**src/rtl/smae_pkg.sv**
```systemverilog
// ----------------------------------------------------------------------------
// smae_pkg
// types, constants and codes shared by the small matrix arithmetic engine
// ----------------------------------------------------------------------------
package smae_pkg;

  localparam int DEF_MAX_DIM   = 8;
  localparam int DEF_ELEM_BITS = 16;

  localparam int OP_W       = 3;
  localparam int IDX_W      = 3;
  localparam int IN_ELEM_W  = 16;
  localparam int DIM_W      = 4;
  localparam int SCALE_W    = 16;
  localparam int FRAC_BITS  = 8;
  localparam int RES_W      = 41;
  localparam int STATUS_W   = 2;
  localparam int CFG_IDX_W  = 3;
  localparam int CFG_DATA_W = 16;

  localparam logic [DIM_W-1:0]          DIM_RESET   = DIM_W'(1);
  localparam logic signed [SCALE_W-1:0] SCALE_RESET = SCALE_W'(256);

  typedef enum logic [OP_W-1:0] {
    OP_LOAD_A  = 3'd0,
    OP_LOAD_B  = 3'd1,
    OP_SUM     = 3'd2,
    OP_DIFF    = 3'd3,
    OP_PRODUCT = 3'd4,
    OP_SCALE_A = 3'd5,
    OP_SCALE_B = 3'd6
  } op_t;

  typedef enum logic [STATUS_W-1:0] {
    ST_OK    = 2'd0,
    ST_SHAPE = 2'd1,
    ST_RANGE = 2'd2
  } status_t;

  typedef enum logic [CFG_IDX_W-1:0] {
    CFG_A_ROWS = 3'd0,
    CFG_A_COLS = 3'd1,
    CFG_B_ROWS = 3'd2,
    CFG_B_COLS = 3'd3,
    CFG_SCALE  = 3'd4
  } cfg_reg_t;

  // what the dispatch step does with the captured request
  typedef enum logic [1:0] {
    KIND_NONE,
    KIND_LOAD,
    KIND_SINGLE,
    KIND_MAC
  } kind_t;

  typedef enum logic [2:0] {
    S_IDLE,
    S_DISPATCH,
    S_ISSUE,
    S_WAIT1,
    S_WAIT2,
    S_DONE
  } state_t;

  typedef struct packed {
    logic [OP_W-1:0]             opcode;
    logic [IDX_W-1:0]            row_index;
    logic [IDX_W-1:0]            col_index;
    logic signed [IN_ELEM_W-1:0] element_value;
  } in_item_t;

  typedef struct packed {
    logic signed [RES_W-1:0] result_value;
    logic [STATUS_W-1:0]     status;
  } out_item_t;

  typedef struct packed {
    logic             capture;
    logic             write;
    logic             issue;
    logic             clear_acc;
    logic             load_out;
    logic [DIM_W-1:0] k;
  } cmd_t;

  typedef struct packed {
    kind_t            kind;
    logic [DIM_W-1:0] terms;
  } stat_t;

endpackage

```
**src/rtl/smae_ram.sv**
```systemverilog
// ----------------------------------------------------------------------------
// smae_ram
// generic single write port, single read port ram with registered read
// ----------------------------------------------------------------------------
module smae_ram #(
  parameter int WIDTH = 16,
  parameter int DEPTH = 64
) (
  input  logic                     clk,
  input  logic                     we,
  input  logic [$clog2(DEPTH)-1:0] waddr,
  input  logic [WIDTH-1:0]         wdata,
  input  logic                     re,
  input  logic [$clog2(DEPTH)-1:0] raddr,
  output logic [WIDTH-1:0]         rdata
);

  logic [WIDTH-1:0] mem [DEPTH];

  always_ff @(posedge clk) begin
    if (we) begin
      mem[waddr] <= wdata;
    end
    if (re) begin
      rdata <= mem[raddr];
    end
  end

endmodule

```
**src/rtl/smae_ctrl.sv**
```systemverilog
// ----------------------------------------------------------------------------
// smae_ctrl
// sequencer: request intake, multiply-accumulate term count, result handoff
// ----------------------------------------------------------------------------
module smae_ctrl import smae_pkg::*; (
  input  logic  clk,
  input  logic  rst,
  input  logic  in_valid,
  output logic  in_stall,
  output logic  out_valid,
  input  logic  out_stall,
  input  stat_t stat,
  output cmd_t  cmd
);

  state_t           state, state_next;
  logic [DIM_W-1:0] k, k_next;
  logic             out_valid_next;
  logic [DIM_W-1:0] last_k;

  assign last_k = stat.terms - DIM_W'(1);

  always_ff @(posedge clk) begin
    if (rst) begin
      state     <= S_IDLE;
      k         <= '0;
      out_valid <= 1'b0;
    end else begin
      state     <= state_next;
      k         <= k_next;
      out_valid <= out_valid_next;
    end
  end

  always_comb begin
    state_next     = state;
    k_next         = k;
    out_valid_next = out_valid;
    in_stall       = 1'b1;
    cmd            = '0;
    cmd.k          = k;
    if (out_valid && !out_stall) begin
      out_valid_next = 1'b0;
    end
    unique case (state)
      S_IDLE: begin
        in_stall = 1'b0;
        k_next   = '0;
        if (in_valid) begin
          cmd.capture = 1'b1;
          state_next  = S_DISPATCH;
        end
      end
      S_DISPATCH: begin
        cmd.clear_acc = 1'b1;
        unique case (stat.kind)
          KIND_LOAD: begin
            cmd.write  = 1'b1;
            state_next = S_DONE;
          end
          KIND_SINGLE: begin
            cmd.issue  = 1'b1;
            state_next = S_WAIT1;
          end
          KIND_MAC: begin
            cmd.issue  = 1'b1;
            k_next     = k + DIM_W'(1);
            state_next = (k == last_k) ? S_WAIT1 : S_ISSUE;
          end
          default: begin
            state_next = S_DONE;
          end
        endcase
      end
      S_ISSUE: begin
        cmd.issue  = 1'b1;
        k_next     = k + DIM_W'(1);
        state_next = (k == last_k) ? S_WAIT1 : S_ISSUE;
      end
      S_WAIT1: begin
        state_next = S_WAIT2;
      end
      S_WAIT2: begin
        state_next = S_DONE;
      end
      S_DONE: begin
        if (!out_valid || !out_stall) begin
          cmd.load_out   = 1'b1;
          out_valid_next = 1'b1;
          state_next     = S_IDLE;
        end
      end
      default: begin
        state_next = S_IDLE;
      end
    endcase
  end

  // read addresses stay inside the term count
  a_issue_in_range: assert property (@(posedge clk) disable iff (rst)
    cmd.issue |-> (k < stat.terms))
    else $error("read issued past the last term");

  // a waiting result is never overwritten
  a_no_overwrite: assert property (@(posedge clk) disable iff (rst)
    (out_valid && out_stall) |-> !cmd.load_out)
    else $error("output register overwritten while stalled");

  // a loaded result is offered in the next cycle
  a_load_shows: assert property (@(posedge clk) disable iff (rst)
    cmd.load_out |=> out_valid)
    else $error("loaded result not presented");

endmodule

```
**src/rtl/smae_dp.sv**
```systemverilog
// ----------------------------------------------------------------------------
// smae_dp
// datapath: config registers, element stores, shape checks, shared multiplier
// ----------------------------------------------------------------------------
module smae_dp import smae_pkg::*; #(
  parameter int MAX_DIM   = DEF_MAX_DIM,
  parameter int ELEM_BITS = DEF_ELEM_BITS
) (
  input  logic                  clk,
  input  logic                  rst,
  input  logic                  cfg_we,
  input  logic [CFG_IDX_W-1:0]  cfg_index,
  input  logic [CFG_DATA_W-1:0] cfg_data,
  input  in_item_t              in_data,
  input  cmd_t                  cmd,
  output stat_t                 stat,
  output out_item_t             out_data
);

  localparam int DEPTH   = MAX_DIM * MAX_DIM;
  localparam int ADDR_W  = $clog2(DEPTH);
  localparam int MUL_B_W = (ELEM_BITS > SCALE_W) ? ELEM_BITS : SCALE_W;
  localparam int TERM_W  = ELEM_BITS + MUL_B_W;
  localparam int EXT_W   = (TERM_W > RES_W) ? TERM_W : RES_W;
  localparam int EV_W    = (ELEM_BITS > IN_ELEM_W) ? ELEM_BITS : IN_ELEM_W;
  localparam logic [DIM_W:0] MAXD = (DIM_W + 1)'(MAX_DIM);

  function automatic logic [ADDR_W-1:0] addr_of(input logic [DIM_W-1:0] r,
                                               input logic [DIM_W-1:0] c);
    return ADDR_W'(32'(r) * MAX_DIM + 32'(c));
  endfunction

  function automatic logic [DIM_W-1:0] sat_dim(input logic [DIM_W-1:0] v);
    return ({1'b0, v} > MAXD) ? MAXD[DIM_W-1:0] : v;
  endfunction

  // configuration
  logic [DIM_W-1:0]          a_rows, a_cols, b_rows, b_cols;
  logic signed [SCALE_W-1:0] scale_factor;

  always_ff @(posedge clk) begin
    if (rst) begin
      a_rows       <= DIM_RESET;
      a_cols       <= DIM_RESET;
      b_rows       <= DIM_RESET;
      b_cols       <= DIM_RESET;
      scale_factor <= SCALE_RESET;
    end else if (cfg_we) begin
      unique case (cfg_reg_t'(cfg_index))
        CFG_A_ROWS: a_rows       <= cfg_data[DIM_W-1:0];
        CFG_A_COLS: a_cols       <= cfg_data[DIM_W-1:0];
        CFG_B_ROWS: b_rows       <= cfg_data[DIM_W-1:0];
        CFG_B_COLS: b_cols       <= cfg_data[DIM_W-1:0];
        CFG_SCALE:  scale_factor <= cfg_data[SCALE_W-1:0];
        default: ;
      endcase
    end
  end

  logic [DIM_W-1:0] ar, ac, br, bc;
  assign ar = sat_dim(a_rows);
  assign ac = sat_dim(a_cols);
  assign br = sat_dim(b_rows);
  assign bc = sat_dim(b_cols);

  // captured request
  op_t                         op_q;
  logic [DIM_W-1:0]            row_q, col_q;
  logic [ELEM_BITS-1:0]        elem_q;
  logic signed [EV_W-1:0]      ev_ext;

  assign ev_ext = EV_W'(in_data.element_value);

  always_ff @(posedge clk) begin
    if (cmd.capture) begin
      op_q   <= op_t'(in_data.opcode);
      row_q  <= {1'b0, in_data.row_index};
      col_q  <= {1'b0, in_data.col_index};
      elem_q <= ev_ext[ELEM_BITS-1:0];
    end
  end

  // shape and range checks
  logic    in_a, in_b, in_p;
  status_t code;

  assign in_a = (row_q < ar) && (col_q < ac);
  assign in_b = (row_q < br) && (col_q < bc);
  assign in_p = (row_q < ar) && (col_q < bc);

  always_comb begin
    code       = ST_OK;
    stat.kind  = KIND_NONE;
    stat.terms = DIM_W'(1);
    unique case (op_q) inside
      OP_LOAD_A: begin
        if (in_a) stat.kind = KIND_LOAD;
        else      code      = ST_RANGE;
      end
      OP_LOAD_B: begin
        if (in_b) stat.kind = KIND_LOAD;
        else      code      = ST_RANGE;
      end
      OP_SUM, OP_DIFF: begin
        if (ar != br || ac != bc) code      = ST_SHAPE;
        else if (!in_a)           code      = ST_RANGE;
        else                      stat.kind = KIND_SINGLE;
      end
      OP_PRODUCT: begin
        if (ac != br) begin
          code = ST_SHAPE;
        end else if (!in_p) begin
          code = ST_RANGE;
        end else if (ac != '0) begin
          stat.kind  = KIND_MAC;
          stat.terms = ac;
        end
      end
      OP_SCALE_A: begin
        if (in_a) stat.kind = KIND_SINGLE;
        else      code      = ST_RANGE;
      end
      OP_SCALE_B: begin
        if (in_b) stat.kind = KIND_SINGLE;
        else      code      = ST_RANGE;
      end
      default: ;
    endcase
  end

  // element stores
  logic [ADDR_W-1:0]           addr_rc, addr_a_rd, addr_b_rd;
  logic signed [ELEM_BITS-1:0] a_rd, b_rd;
  logic                        is_mac;

  assign is_mac    = (op_q == OP_PRODUCT);
  assign addr_rc   = addr_of(row_q, col_q);
  assign addr_a_rd = is_mac ? addr_of(row_q, cmd.k) : addr_rc;
  assign addr_b_rd = is_mac ? addr_of(cmd.k, col_q) : addr_rc;

  smae_ram #(.WIDTH(ELEM_BITS), .DEPTH(DEPTH)) u_store_a (
    .clk   (clk),
    .we    (cmd.write && op_q == OP_LOAD_A),
    .waddr (addr_rc),
    .wdata (elem_q),
    .re    (cmd.issue),
    .raddr (addr_a_rd),
    .rdata (a_rd)
  );

  smae_ram #(.WIDTH(ELEM_BITS), .DEPTH(DEPTH)) u_store_b (
    .clk   (clk),
    .we    (cmd.write && op_q == OP_LOAD_B),
    .waddr (addr_rc),
    .wdata (elem_q),
    .re    (cmd.issue),
    .raddr (addr_b_rd),
    .rdata (b_rd)
  );

  // pipeline valids
  logic rd_v, mul_v;

  always_ff @(posedge clk) begin
    if (rst) begin
      rd_v  <= 1'b0;
      mul_v <= 1'b0;
    end else begin
      rd_v  <= cmd.issue;
      mul_v <= rd_v;
    end
  end

  // shared multiplier and adder stage
  logic signed [ELEM_BITS-1:0] mul_a;
  logic signed [MUL_B_W-1:0]   mul_b;
  logic signed [TERM_W-1:0]    prod, term;

  assign mul_a = (op_q == OP_SCALE_B) ? b_rd : a_rd;
  assign mul_b = is_mac ? MUL_B_W'(b_rd) : MUL_B_W'(scale_factor);
  assign prod  = mul_a * mul_b;

  always_ff @(posedge clk) begin
    if (rd_v) begin
      case (op_q)
        OP_SUM:  term <= TERM_W'(a_rd) + TERM_W'(b_rd);
        OP_DIFF: term <= TERM_W'(a_rd) - TERM_W'(b_rd);
        default: term <= prod;
      endcase
    end
  end

  // accumulate products, pass other terms, or drop the fraction toward zero for scaled reads
  logic signed [TERM_W-1:0] rnd, shifted;
  logic signed [EXT_W-1:0]  term_ext, shifted_ext;
  logic signed [RES_W-1:0]  acc;

  assign rnd         = term + {{(TERM_W-FRAC_BITS){1'b0}}, {FRAC_BITS{term[TERM_W-1]}}};
  assign shifted     = rnd >>> FRAC_BITS;
  assign term_ext    = EXT_W'(term);
  assign shifted_ext = EXT_W'(shifted);

  always_ff @(posedge clk) begin
    if (cmd.clear_acc) begin
      acc <= '0;
    end else if (mul_v) begin
      case (op_q) inside
        OP_PRODUCT:           acc <= acc + term_ext[RES_W-1:0];
        OP_SCALE_A, OP_SCALE_B: acc <= shifted_ext[RES_W-1:0];
        default:              acc <= term_ext[RES_W-1:0];
      endcase
    end
  end

  always_ff @(posedge clk) begin
    if (cmd.load_out) begin
      out_data.result_value <= acc;
      out_data.status       <= code;
    end
  end

endmodule

```
**src/rtl/small_matrix_arith_engine_unit.sv**
```systemverilog
// ----------------------------------------------------------------------------
// small_matrix_arith_engine_unit
// two-matrix integer engine: load, sum, difference, product, scaled element
// ----------------------------------------------------------------------------
// Loads, requests that end in an error status, the unused opcode and a product
// over zero columns go from dispatch straight to the output register; sum,
// difference and scaled reads first pass the store read, term and accumulator
// registers; a product element sums one term per column of A in use (column
// count saturated at MAX_DIM), one multiply-add per cycle through the single
// shared multiplier fed by one read port on each element store. One request
// is in flight at a time; the next transfer is taken as soon as the previous
// result sits in the output register, even while that result is stalled.
// Reading an element that was never loaded returns an unspecified value.
module small_matrix_arith_engine_unit import smae_pkg::*; #(
  parameter int MAX_DIM   = DEF_MAX_DIM,
  parameter int ELEM_BITS = DEF_ELEM_BITS
) (
  input  logic                  clk,
  input  logic                  rst,
  input  logic                  cfg_we,
  input  logic [CFG_IDX_W-1:0]  cfg_index,
  input  logic [CFG_DATA_W-1:0] cfg_data,
  input  logic                  in_valid,
  output logic                  in_stall,
  input  in_item_t              in_data,
  output logic                  out_valid,
  input  logic                  out_stall,
  output out_item_t             out_data
);

  cmd_t  cmd;
  stat_t stat;

  smae_ctrl u_ctrl (
    .clk       (clk),
    .rst       (rst),
    .in_valid  (in_valid),
    .in_stall  (in_stall),
    .out_valid (out_valid),
    .out_stall (out_stall),
    .stat      (stat),
    .cmd       (cmd)
  );

  smae_dp #(.MAX_DIM(MAX_DIM), .ELEM_BITS(ELEM_BITS)) u_dp (
    .clk       (clk),
    .rst       (rst),
    .cfg_we    (cfg_we),
    .cfg_index (cfg_index),
    .cfg_data  (cfg_data),
    .in_data   (in_data),
    .cmd       (cmd),
    .stat      (stat),
    .out_data  (out_data)
  );

endmodule

```
**config.mk**
```make
export PLATFORM = sky130hd
export DESIGN_NAME = small_matrix_arith_engine_unit
export DESIGN_NICKNAME = d
export VERILOG_FILES = /design/src/rtl/smae_pkg.sv /design/src/rtl/smae_ram.sv /design/src/rtl/smae_ctrl.sv /design/src/rtl/smae_dp.sv /design/src/rtl/small_matrix_arith_engine_unit.sv
export SDC_FILE = /design/constraint.sdc
export NUM_CORES = 2
export LEC_CHECK = 0
export BUFFER_PORTS_ARGS = -buffer_cell sky130_fd_sc_hd__buf_2
export CAP_MARGIN = 20
export CORE_UTILIZATION = 49
export DETAILED_ROUTE_END_ITERATION = 7
export SLEW_MARGIN = 15
export SYNTH_ARGS = -nofsm -noshare
export SYNTH_HDL_FRONTEND = slang
export SYNTH_SLANG_ARGS = --single-unit
```
**constraint.sdc**
```tcl
create_clock -name clk -period 14.3 [get_ports clk]
set_input_delay 0.715 -clock clk [delete_from_list [all_inputs] [get_ports clk]]
set_output_delay 0.715 -clock clk [all_outputs]
set_load 0.01 [all_outputs]
```
==> impl_results.md <==
* Status: finished clean
* Cell row count at between 150 and 200
* Sequential area share after synthesis at a little under 70%
* Initial antenna violation count at 8
* MaxCap Viol Count at 0
* Worst VDD drop at 0.143 mV
* Worst path slowest cell: buf_4
* Worst EP arrival at 9.21 ns
* Detailed-route wire length per cell at between 20 and 30 µm
* Top cells by area, synth: edfxtp_1, mux4_2, fa_1
* Commonest cells post-synth: edfxtp_1, nand2_1, nor2_1
* PD cells at ~140 nW/µm²
* Gpl congestion at 0.902
* Slew Limit Headroom at 18.0%
* TritonCTS clock tree: yes
* Type of origin of the critical path: register
* CP peak stage delay at 0.70 ns
* Critical Path Fanout Max at 49
* Top cell type's share of synthesized area at 65.9%
* Pre-antenna DRT Iters at 6
* Post-CTS Setup Bufs at 0
* Die height at 452 µm
* Hold Vio Cnt, Final at 0
* FILL cells at 15800
* Hold Path Class: input pin to register
* Crit. End Element: register
* Grt ovf at 0
* Fmax at 116 MHz
* Routed wire length at 277 mm
* Die width at 452 µm
* Via/cell ratio at 6.20
* Final Util at a little under three fifths
* Post-synthesis cell area at 99400 µm²
* Worst slew pin tran at 1.22 ns
* Post-DP Area at 104000 µm²
* Layout cells sized above 1 at 14.5%
* Clock transition at path regs at 0.06 ns
* CP required at between 10 and 15 ns
* DRC violations left at 0
* Final instance area at 111000 µm²
* # IOs at 94
* CP Class: register to register
* Detailed Route Iter0 Violations at 6550
* Post-synth top area cell: edfxtp_1
* Routed Antenna Nets at 0
* Total CTS buffers at 222
* Min Hold Slack at 0.103 ns
* Cells after Synth at 6297
* Syn nets at roughly 6800
* Top FF cell, synth: edfxtp_1
* Final setup fails at 0
* Fraction of registers with async set/reset at 0%
* Sum Neg Setup Slack at 0 ns
* DR vias at 58100
* Buffers on Ports at 93
* Syn-to-layout area delta at 11.5%
* Initial core utilization at 49.5%
* First-pass GRT wire length at 401 mm
* Most common cell in the netlist: edfxtp_1
* Min Tclk post-route at just under 9 ns
* Root Driver: clkbuf_16
* Worst path most repeated cell: fa_1
* Clk sink count at 2263
* Average cell area after synthesis at between 15 and 20 µm²
* Total Routing Usage GR at 26.9%
* Largest net degree at the start of global routing at 129
* Post-DP HPWL at 168 mm
* Post-synth EDFFs at 2180
* Overall Power at 15.2 mW
* Nets at approximately 7000
* Die area at approximately 200000 µm²
* Yosys warnings at 0
* Floorplan Core Area at around 200000 µm²
* Leakage at 37.5 nW
* Unique masters post-synth at 85
* RSZ-0062 raised after global routing: false
* Worst-Skew Late Latency at roughly 0.9 ns
* Register bit total from synthesis at ~2300
* Final period util at between 60% and 70%
* Fin Clk Skew at 0.0840 ns
* H-tree depth at 4
* Vias in the first global route at approximately 57000
* Max-slew violation count at 0
* Clk buf depth at 3
[report_power, final]
group          switching [mW]  internal [mW]  total (mW)
Clock                    2.55           3.02        5.57
Combinational            1.44          0.761        2.20
Sequential             0.0356           7.38        7.42
Total                    4.03           11.2        15.2
[layer usage]
| metal | GRT usage (%) | vias to the layer above | wire [µm] |
|---|---|---|---|
| li1 | - | 24900 | - |
| met1 | 38.8 | 30200 | 117000 |
| met2 | 42.9 | 2548 | 131000 |
| met3 | 3.99 | 383 | 21300 |
| met4 | 7.54 | 2 | 7460 |
| met5 | 0 | - | 13 |
[cells by family after synthesis]
logic type	share of synthesized area [%]
AND/OR/NAND/NOR	5.49
AO/OA/AOI/OAI	9.37
XOR/XNOR	0.970
multiplexers	6.14
flip-flops	67.6
buffers and inverters	2.95
adder cells (fa/ha/maj)	7.52
[worst max-delay path, delay by kind of cell (launching register included)]
family | cells | cell delay (ns)
buffers and inverters | 4 | 1.10
AND/OR/NAND/NOR | 6 | 1.25
AO/OA/AOI/OAI | 7 | 1.74
adder cells (fa/ha/maj) | 7 | 3.51
flip-flops | 1 | 0.61
XOR/XNOR | 1 | 0.16
[per-stage QoR]
| stage | setup WS (ns) | instances |
|---|---|---|
| final | 5.65 | 9368 |
| after global routing | 5.26 | 9367 |
| after CTS | 5.71 | 9359 |
| after detailed placement | 5.76 | 8929 |
| after global placement | 5.65 | 8925 |
| after floorplan | 6.83 | 6297 |
[placed cells by master, fill, tap and decap left out, types with 65 or more instances in the layout]
cell type,instances
nand2_1,408
inv_1,341
buf_2,93
a211oi_1,103
mux4_2,256
and2_1,77
a221oi_1,101
buf_4,224
a311oi_1,65
ha_1,173
dfxtp_1,82
a21oi_1,179
xnor2_1,68
a31oi_1,72
a22o_1,97
edfxtp_1,2180
clkbuf_16,223
nor2_1,378
nand4_1,127
clkbuf_1,69
o21ai_0,130
fa_1,265
a22oi_1,321
[repair_timing]
| item | 4_1_cts | 5_1_grt |
|---|---|---|
| hold buffers | 19 | 0 |
| endpoints found under the hold margin | 19 | 0 |
| gates resized for setup | 0 | 0 |
[layout make-up]
class | count | area [µm²] | area share [%]
well taps | 2656 | 3320 | 3.00
inverters | 341 | 1280 | 1.15
repair buffers | 352 | 2600 | 2.34
multi-input cells | 3341 | 29500 | 26.6
clock buffers | 295 | 5880 | 5.31
flip-flops and latches | 2263 | 67100 | 60.6
diodes | 4 | 10.0 | 0.00903
clock inverters | 116 | 1080 | 0.974
[sequential cells by signal, indices dropped and copies added (netlist names), 4 cells and up]
| name | flops |
|---|---|
| u_dp.scale_factor | 16 |
| u_dp.a_rows | 4 |
| u_dp.b_rows | 4 |
| u_dp.u_store_a.rdata | 16 |
| u_dp.u_store_a.mem | 1024 |
| u_dp.b_cols | 4 |
| u_ctrl.k | 4 |
| u_dp.u_store_b.mem | 1024 |
| u_dp.term | 32 |
| u_dp.acc | 41 |
| u_dp.out_data | 43 |
| u_dp.a_cols | 4 |
| u_dp.elem_q | 16 |
| u_dp.u_store_b.rdata | 16 |
[final timing paths]
check | start | endpoint | slack [ns] | depth (start not counted)
worst max-delay path | u_dp.op_q[0] | u_dp.term[30] | 5.65 | 25
worst min-delay path | in_data[23] | u_dp.op_q[1] | 0.10 | 1
worst max register to register | u_dp.op_q[0] | u_dp.term[30] | 5.65 | 25
worst min register to register | u_dp.acc[19] | u_dp.out_data[21] | 0.48 | 0
(Power assumes the default switching activity.)
